[config.mk]
export PLATFORM = sky130hd
export DESIGN_NAME = isort_cell
export DESIGN_NICKNAME = d
export VERILOG_FILES = /design/src/rtl/isort_pkg.sv /design/src/rtl/isort_cell.sv
export SDC_FILE = /design/constraint.sdc
export NUM_CORES = 1
export LEC_CHECK = 0
export BUFFER_PORTS_ARGS = -buffer_cell sky130_fd_sc_hd__buf_2
export CAP_MARGIN = 20
export CORE_MARGIN = 3
export CORE_UTILIZATION = 35
export CTS_CLUSTER_DIAMETER = 50
export DETAILED_ROUTE_END_ITERATION = 10
export PLACE_DENSITY = 0.74
export SLEW_MARGIN = 0
export SYNTH_ARGS = -nofsm -noshare
export SYNTH_HDL_FRONTEND = slang
export SYNTH_SLANG_ARGS = --single-unit
[constraint.sdc]
create_clock -name i_clk -period 6.3 [get_ports i_clk]
set_input_delay 1.89 -clock i_clk [delete_from_list [all_inputs] [get_ports i_clk]]
set_output_delay 1.89 -clock i_clk [all_outputs]
set_load 0.02 [all_outputs]
[src/rtl/isort_pkg.sv]
package isort_pkg;

    localparam int MAX_ITEMS = 64;
    localparam int VAL_W     = 32;

    typedef logic signed [VAL_W-1:0] t_val;

    // what one cell hands to its neighbors
    typedef struct packed {
        t_val val;
        logic occ;
        logic gt;
    } t_link;

    // broadcast control for the whole chain
    typedef struct packed {
        logic insert;
        logic shift;
    } t_cell_ctl;

    typedef enum logic {
        ST_IDLE,
        ST_DRAIN
    } t_state;

endpackage

[src/rtl/isort_cell.sv]
module isort_cell
    import isort_pkg::*;
(
    input  logic      i_clk,
    input  logic      i_rst_n,
    input  t_cell_ctl i_ctl,
    input  t_val      i_new,
    input  t_link     i_prev,
    input  t_link     i_next,
    output t_link     o_link
);

    t_val r_val;
    logic r_occ;
    t_val n_val;
    logic n_occ;
    logic w_gt;

    assign w_gt = r_occ && (r_val > i_new);

    always_comb begin
        n_val = r_val;
        n_occ = r_occ;
        if (i_ctl.insert) begin
            if (i_prev.gt) begin
                // larger entry below moves up into this place
                n_val = i_prev.val;
                n_occ = 1'b1;
            end else if (i_prev.occ && (!r_occ || w_gt)) begin
                // first place holding a larger value or the first free one
                n_val = i_new;
                n_occ = 1'b1;
            end
        end else if (i_ctl.shift) begin
            n_val = i_next.val;
            n_occ = i_next.occ;
        end
    end

    always_ff @(posedge i_clk) begin
        if (!i_rst_n) begin
            r_occ <= 1'b0;
        end else begin
            r_occ <= n_occ;
        end
    end

    always_ff @(posedge i_clk) begin
        r_val <= n_val;
    end

    assign o_link = '{val: r_val, occ: r_occ, gt: w_gt};

endmodule

==> results of run 1 <==
layer usage:
layer | part of all wire [%] | global-route usage [%]
met1 | 44 | 18.50
met5 | 0 | 0
met4 | 0.90 | 3.444
met3 | 6.7 | 3.833
met2 | 49 | 26.00
worst reg2reg max path, delay by kind of cell (launching register included):
family | cells | cell delay [ps]
compound gates | 4 | 880
simple gates | 2 | 590
flops | 1 | 400
fa+ha+maj | 1 | 400
buf+inv | 1 | 230
registers in the layout, summed over array words and instances (netlist names):
signal,flops
r_occ,1
r_val,32
layout make-up:
type                            instances  area [µm²]
Fill cell                             675        3450
Multi-Input combinational cell        185        1361
Sequential cell                        33       980.9
Timing Repair Buffer                  139       743.2
Inverter                               33       123.9
Tap cell                               96       120.1
Clock buffer                            8       90.09
stage by stage:
step	worst slack, ps	area (µm²)	total power [mW]
after floorplan	983.8	2515	0.4141
after global placement	579.3	3274	0.4897
after detailed placement	567.5	3274	0.4964
after CTS	563.4	3364	0.6623
after global routing	451.2	3420	0.7011
final	572.7	3420	0.6581
kinds of logic (layout without fill, tap and decap cells):
family | after synthesis | count (layout) | synth area share (%)
AND/OR/NAND/NOR | 57 | 57 | 10.30
AO/OA/AOI/OAI | 64 | 64 | 14.73
multiplexers | 32 | 32 | 12.74
flip-flops | 33 | 33 | 39.00
adder cells (fa/ha/maj) | 32 | 32 | 15.92
buffers and inverters | 46 | 180 | 7.313
synth_stat cells (2+ instances only):
cell / number
a211oi_1: 2
a21o_1: 3
a21oi_1: 43
buf_2: 3
buf_4: 2
clkbuf_1: 8
edfxtp_1: 32
ha_1: 32
inv_1: 33
mux2i_1: 32
nand2_1: 4
nand2b_1: 2
nand3_1: 3
nand4_1: 7
nor2_1: 36
nor3_1: 2
o211ai_1: 3
o21a_1: 2
o21ai_0: 2
worst max-delay path by stage:
stage / startpoint / end / slack, ps
6_report: i_new[31] / o_link[0] / 570
3_5_place_dp: i_new[31] / o_link[0] / 570
4_1_cts: i_new[31] / o_link[0] / 560
2_1_floorplan: i_new[31] / o_link[0] / 980
5_1_grt: i_new[31] / o_link[0] / 450
3_3_place_gp: i_new[31] / o_link[0] / 580
cells in the final DEF, fill, tap and decap left out, types with 3 or more instances in the layout:
cell	n
edfxtp_1	32
nand2_1	4
clkbuf_8	6
o211ai_1	3
a21oi_1	42
buf_2	136
ha_1	32
nand3_1	3
mux2i_1	32
nor2_1	36
nand4_1	7
a21o_1	3
inv_1	33
power breakdown:
group | internal (mW) | switching (mW) | total [mW]
clock network | 0.0891 | 0.0749 | 0.164
registers | 0.270 | 0.0112 | 0.281
logic | 0.0927 | 0.120 | 0.213
==> flow_summary.json, run 1 <==
{
  "gp_congestion": 0.7551,
  "synth_nets": 400,
  "cts_resized": 0,
  "irDropWorstVdd_v": 0.00009149,
  "clock_latency_ps": 280,
  "finalSetupViolCount": 0,
  "cellPowerDensity_mw_per_mm2": 192.5,
  "rrSetupSlack_ps": 3510,
  "syn_inst": 264,
  "dr.pass1.iters": 4,
  "nets": 533,
  "crit_top_cell": "buf_2",
  "dr_total_vias": 2339,
  "r2r_start": "r_val[31]",
  "finish.utilization_pct": 49.78,
  "core_area_mm2": 0.006869,
  "clock_sinks": 33,
  "grt_pass1_wl_um": 10100,
  "die_x_um": 90.77,
  "path_buf_inv": 3,
  "crit_arrival_ps": 3840,
  "hold_end": "r_occ",
  "period_needed_ps": 5727,
  "hp-class": "reg2reg",
  "routed_wl_um": 6447,
  "die_h_um": 90.77,
  "path_delay_family": "compound AO/OA/AOI/OAI gates",
  "cts_tree": "done",
  "die-area_mm2": 0.008238,
  "r2r_cells": 8,
  "cp_slowest_cell": "ha_1",
  "grt_pass1_vias": 2271,
  "rsz0062_at_grt": "false",
  "drc": 0,
  "synth_cell_type_count": 32,
  "synth-edff-count": 32,
  "slowest_delay_ps": 370,
  "tns_ps": 0,
  "worstMarginPinSlew_ps": 599.5,
  "cts_buffers": 5,
  "ant_nets": 0,
  "yosysTopAreaCell": "edfxtp_1",
  "syn_to_final_growth_pct": 35.97,
  "min_path_cells": 2,
  "worstPathCellList": "buf_2, inv_1, ha_1, a221o_1, a31oi_1, o211ai_1, o31a_1, o21ai_2, nor2_1, buf_2",
  "fmax_mhz": 174.6,
  "worstPathRequired_ps": 4410,
  "yosysSeqAreaShare_pct": 39.00,
  "max-slew-margin-rel_pct": 60.04,
  "clk_path_buf_depth": 2,
  "finalCritPeriodShare_pct": 90.91,
  "routedWlPerCell_um": 13.05,
  "grtUsageTotal_pct": 14.96,
  "grt-ovfl-total": 0,
  "ys_ff_latch": 33,
  "place_inst": 484,
  "hp-start": "r_occ",
  "antenna_found_initial": 0,
  "io_buffers": 136,
  "clock_skew_ps": 6.953,
  "start_util_pct": 36.61,
  "num_rows": 30,
  "synth_area_mm2": 0.002515,
  "synth_top_area_share_pct": 38.21,
  "slew_violations": 0,
  "drt-initial-drc-count": 49,
  "path_max_fanout": 5,
  "antennaDiodeCount": 0,
  "place_hpwl_um": 5173,
  "syn_area_per_cell_um2": 9.526,
  "leakage_nw": 1.753,
  "vias_per_cell": 4.735,
  "crit_type": "in2out",
  "grt_max_degree": 68,
  "num_io_pins": 138,
  "post_cts_buffers": 0,
  "status": "finished, final reports clean",
  "drive_above_1_share_pct": 37.19,
  "htree_levels": 2,
  "hold_ws_ps": 508.9,
  "cts_hold_buf": 0,
  "ys_top_cells_by_area": "edfxtp_1, ha_1, mux2i_1",
  "clk_pin_slew_ps": 70,
  "cap_violations": 0,
  "end_kind": "primary output",
  "async_reset_ff_share_pct": 0,
  "r2r-end": "r_val[19]",
  "final_cell_count_no_fill": 494,
  "path_depth": 10,
  "hold_viol_final": 0,
  "ys.warnings.count": 0,
  "clockRootBuffer": "clkbuf_8",
  "synth_ff_type": "edfxtp_1",
  "start_kind": "input port"
}
(Power assumes the default switching activity.)
==> run 2: changes to the inputs <==
--- a/config.mk
+++ b/config.mk
@@ -7,11 +7,12 @@
 export LEC_CHECK = 0
 export BUFFER_PORTS_ARGS = -buffer_cell sky130_fd_sc_hd__buf_2
 export CAP_MARGIN = 20
-export CORE_MARGIN = 3
+export CORE_MARGIN = 8
 export CORE_UTILIZATION = 35
 export CTS_CLUSTER_DIAMETER = 50
+export CTS_CLUSTER_SIZE = 16
 export DETAILED_ROUTE_END_ITERATION = 10
-export PLACE_DENSITY = 0.74
+export PLACE_DENSITY = 0.65
 export SLEW_MARGIN = 0
 export SYNTH_ARGS = -nofsm -noshare
 export SYNTH_HDL_FRONTEND = slang
==> flow_summary.json, run 2 (synthesis gave the netlist of run 1 again) <==
{
  "cp_slowest_cell": "ha_1",
  "clockRootBuffer": "clkbuf_8",
  "grt_pass1_vias": 2407,
  "path_max_fanout": 5,
  "pwr-share-comb_pct": 32.7,
  "syn_to_final_growth_pct": 35.42,
  "cap_violations": 0,
  "num_rows": 31,
  "crit_type": "in2out",
  "slew_violations": 0,
  "final_common_cell": "buf_2",
  "switching_share_pct": 32.10,
  "use_met3_pct": 5.318,
  "min_path_cells": 2,
  "finalCritPeriodShare_pct": 90.69,
  "grt_max_degree": 68,
  "final_cell_count_no_fill": 497,
  "die_x_um": 100.8,
  "htree_levels": 2,
  "clock_sinks": 33,
  "nFillCells": 718,
  "grt_busiest_layer": "met2",
  "start_util_pct": 35.43,
  "worstPathCellList": "buf_2, inv_1, ha_1, a221o_1, a31oi_1, o211ai_1, o31a_1, o21ai_2, nor2_1, buf_2",
  "routed_wl_um": 7026,
  "cts_resized": 0,
  "core_area_mm2": 0.007098,
  "top_register": "r_val",
  "period_needed_ps": 5713,
  "crit_end": "o_link[0]",
  "p_sw_mw": 0.2079,
  "seq_power_share_pct": 43.4,
  "drt-initial-drc-count": 54,
  "crit_top_cell": "buf_2",
  "rrSetupSlack_ps": 3580,
  "post_cts_buffers": 0,
  "antennaDiodeCount": 0,
  "internal_power_mw": 0.4397,
  "grt_use_met1_pct": 15.40,
  "die-area_mm2": 0.01015,
  "fin_ws_ps": 586.6,
  "cts_tree": "done",
  "use_met2_pct": 23.38,
  "ant_nets": 0,
  "max-slew-margin-rel_pct": 60.19,
  "r2r_cells": 8,
  "status": "finished, final reports clean",
  "layout_common_cells": "buf_2, a21oi_1, nor2_1",
  "largest_reg_flops": 32,
  "clk_path_buf_depth": 2,
  "vias_per_cell": 4.716,
  "hold_ws_ps": 495.5,
  "drive_above_1_share_pct": 36.93,
  "grt_pass1_wl_um": 11180,
  "leakage_nw": 1.743,
  "cts_hold_buf": 0,
  "worstPathRequired_ps": 4410,
  "p_clk_share_pct": 23.9,
  "clk_pin_slew_ps": 70,
  "r2r_start": "r_val[31]",
  "clock_skew_ps": 4.408,
  "path_delay_family": "compound AO/OA/AOI/OAI gates",
  "slowest_delay_ps": 380,
  "end_kind": "primary output",
  "clock_latency_ps": 280,
  "path_buf_inv": 3,
  "worstMarginPinSlew_ps": 597.1,
  "dr_total_vias": 2344,
  "io_buffers": 136,
  "dpl_worst_slack_ps": 576.6,
  "crit_arrival_ps": 3820,
  "tns_ps": 0,
  "place_hpwl_um": 5712,
  "place_inst": 487,
  "drc": 0,
  "cts_buffers": 5,
  "dr.pass1.iters": 4,
  "grt-ovfl-total": 0,
  "gp_congestion": 0.7360,
  "cellPowerDensity_mw_per_mm2": 190.1,
  "fmax_mhz": 175.0,
  "path_depth": 10,
  "total_power_mw": 0.6476,
  "r2r-end": "r_val[13]",
  "start_kind": "input port",
  "irDropWorstVdd_v": 0.0001131,
  "finalSetupViolCount": 0,
  "worstSetupStartpoint": "i_new[31]",
  "top_regs": "r_val x32, r_occ x1",
  "num_io_pins": 138,
  "hold_viol_final": 0,
  "hp-class": "reg2reg",
  "antenna_found_initial": 1,
  "rsz0062_at_grt": "false",
  "routedWlPerCell_um": 14.14,
  "nets": 533,
  "grtUsageTotal_pct": 13.74,
  "die_h_um": 100.8
}
## run 2: worst min path at each step
stage          startpoint    end  slack (ps)
6_report            r_occ  r_occ         500
5_1_grt             r_occ  r_occ         520
4_1_cts             r_occ  r_occ         490
3_5_place_dp        r_occ  r_occ         480
3_3_place_gp        r_occ  r_occ         470
2_1_floorplan       r_occ  r_occ         460
## run 2: power groups by stage
stage / Combinational, mW / Clock, mW / Sequential (mW)
global placement: 0.207 / 0 / 0.285
CTS: 0.211 / 0.160 / 0.282
finish: 0.212 / 0.155 / 0.281
global route: 0.238 / 0.171 / 0.284
floorplan: 0.101 / 0 / 0.313
detailed placement: 0.210 / 0 / 0.287
## run 2: routing by layer
layer  part of all wire, %  wire length, µm
met1                    43             3007
met2                    47             3326
met3                   8.6              604
met4                   1.1               79
met5                  0.11                8
## run 2: per-stage QoR
step                      cell area [µm²]  util (%)
after floorplan                      2515         -
after global placement               3278     46.18
after detailed placement             3278     46.18
after CTS                            3358     47.31
after global routing                 3406     47.98
final                                3406     47.98
## run 2: area by class of cell
type,instances,area (µm²),share of cell area [%]
well taps,99,123.9,3.637
flip-flops and latches,33,980.9,28.80
multi-input cells,185,1361,39.97
repair buffers,139,735.7,21.60
clock buffers,8,80.08,2.351
inverters,33,123.9,3.637
## run 2: tightest hold or removal path: cells and delay by family, from the launching register on
kind	cells	cell delay [ps]
compound gates	1	60
buf+inv	1	80
flops	1	310
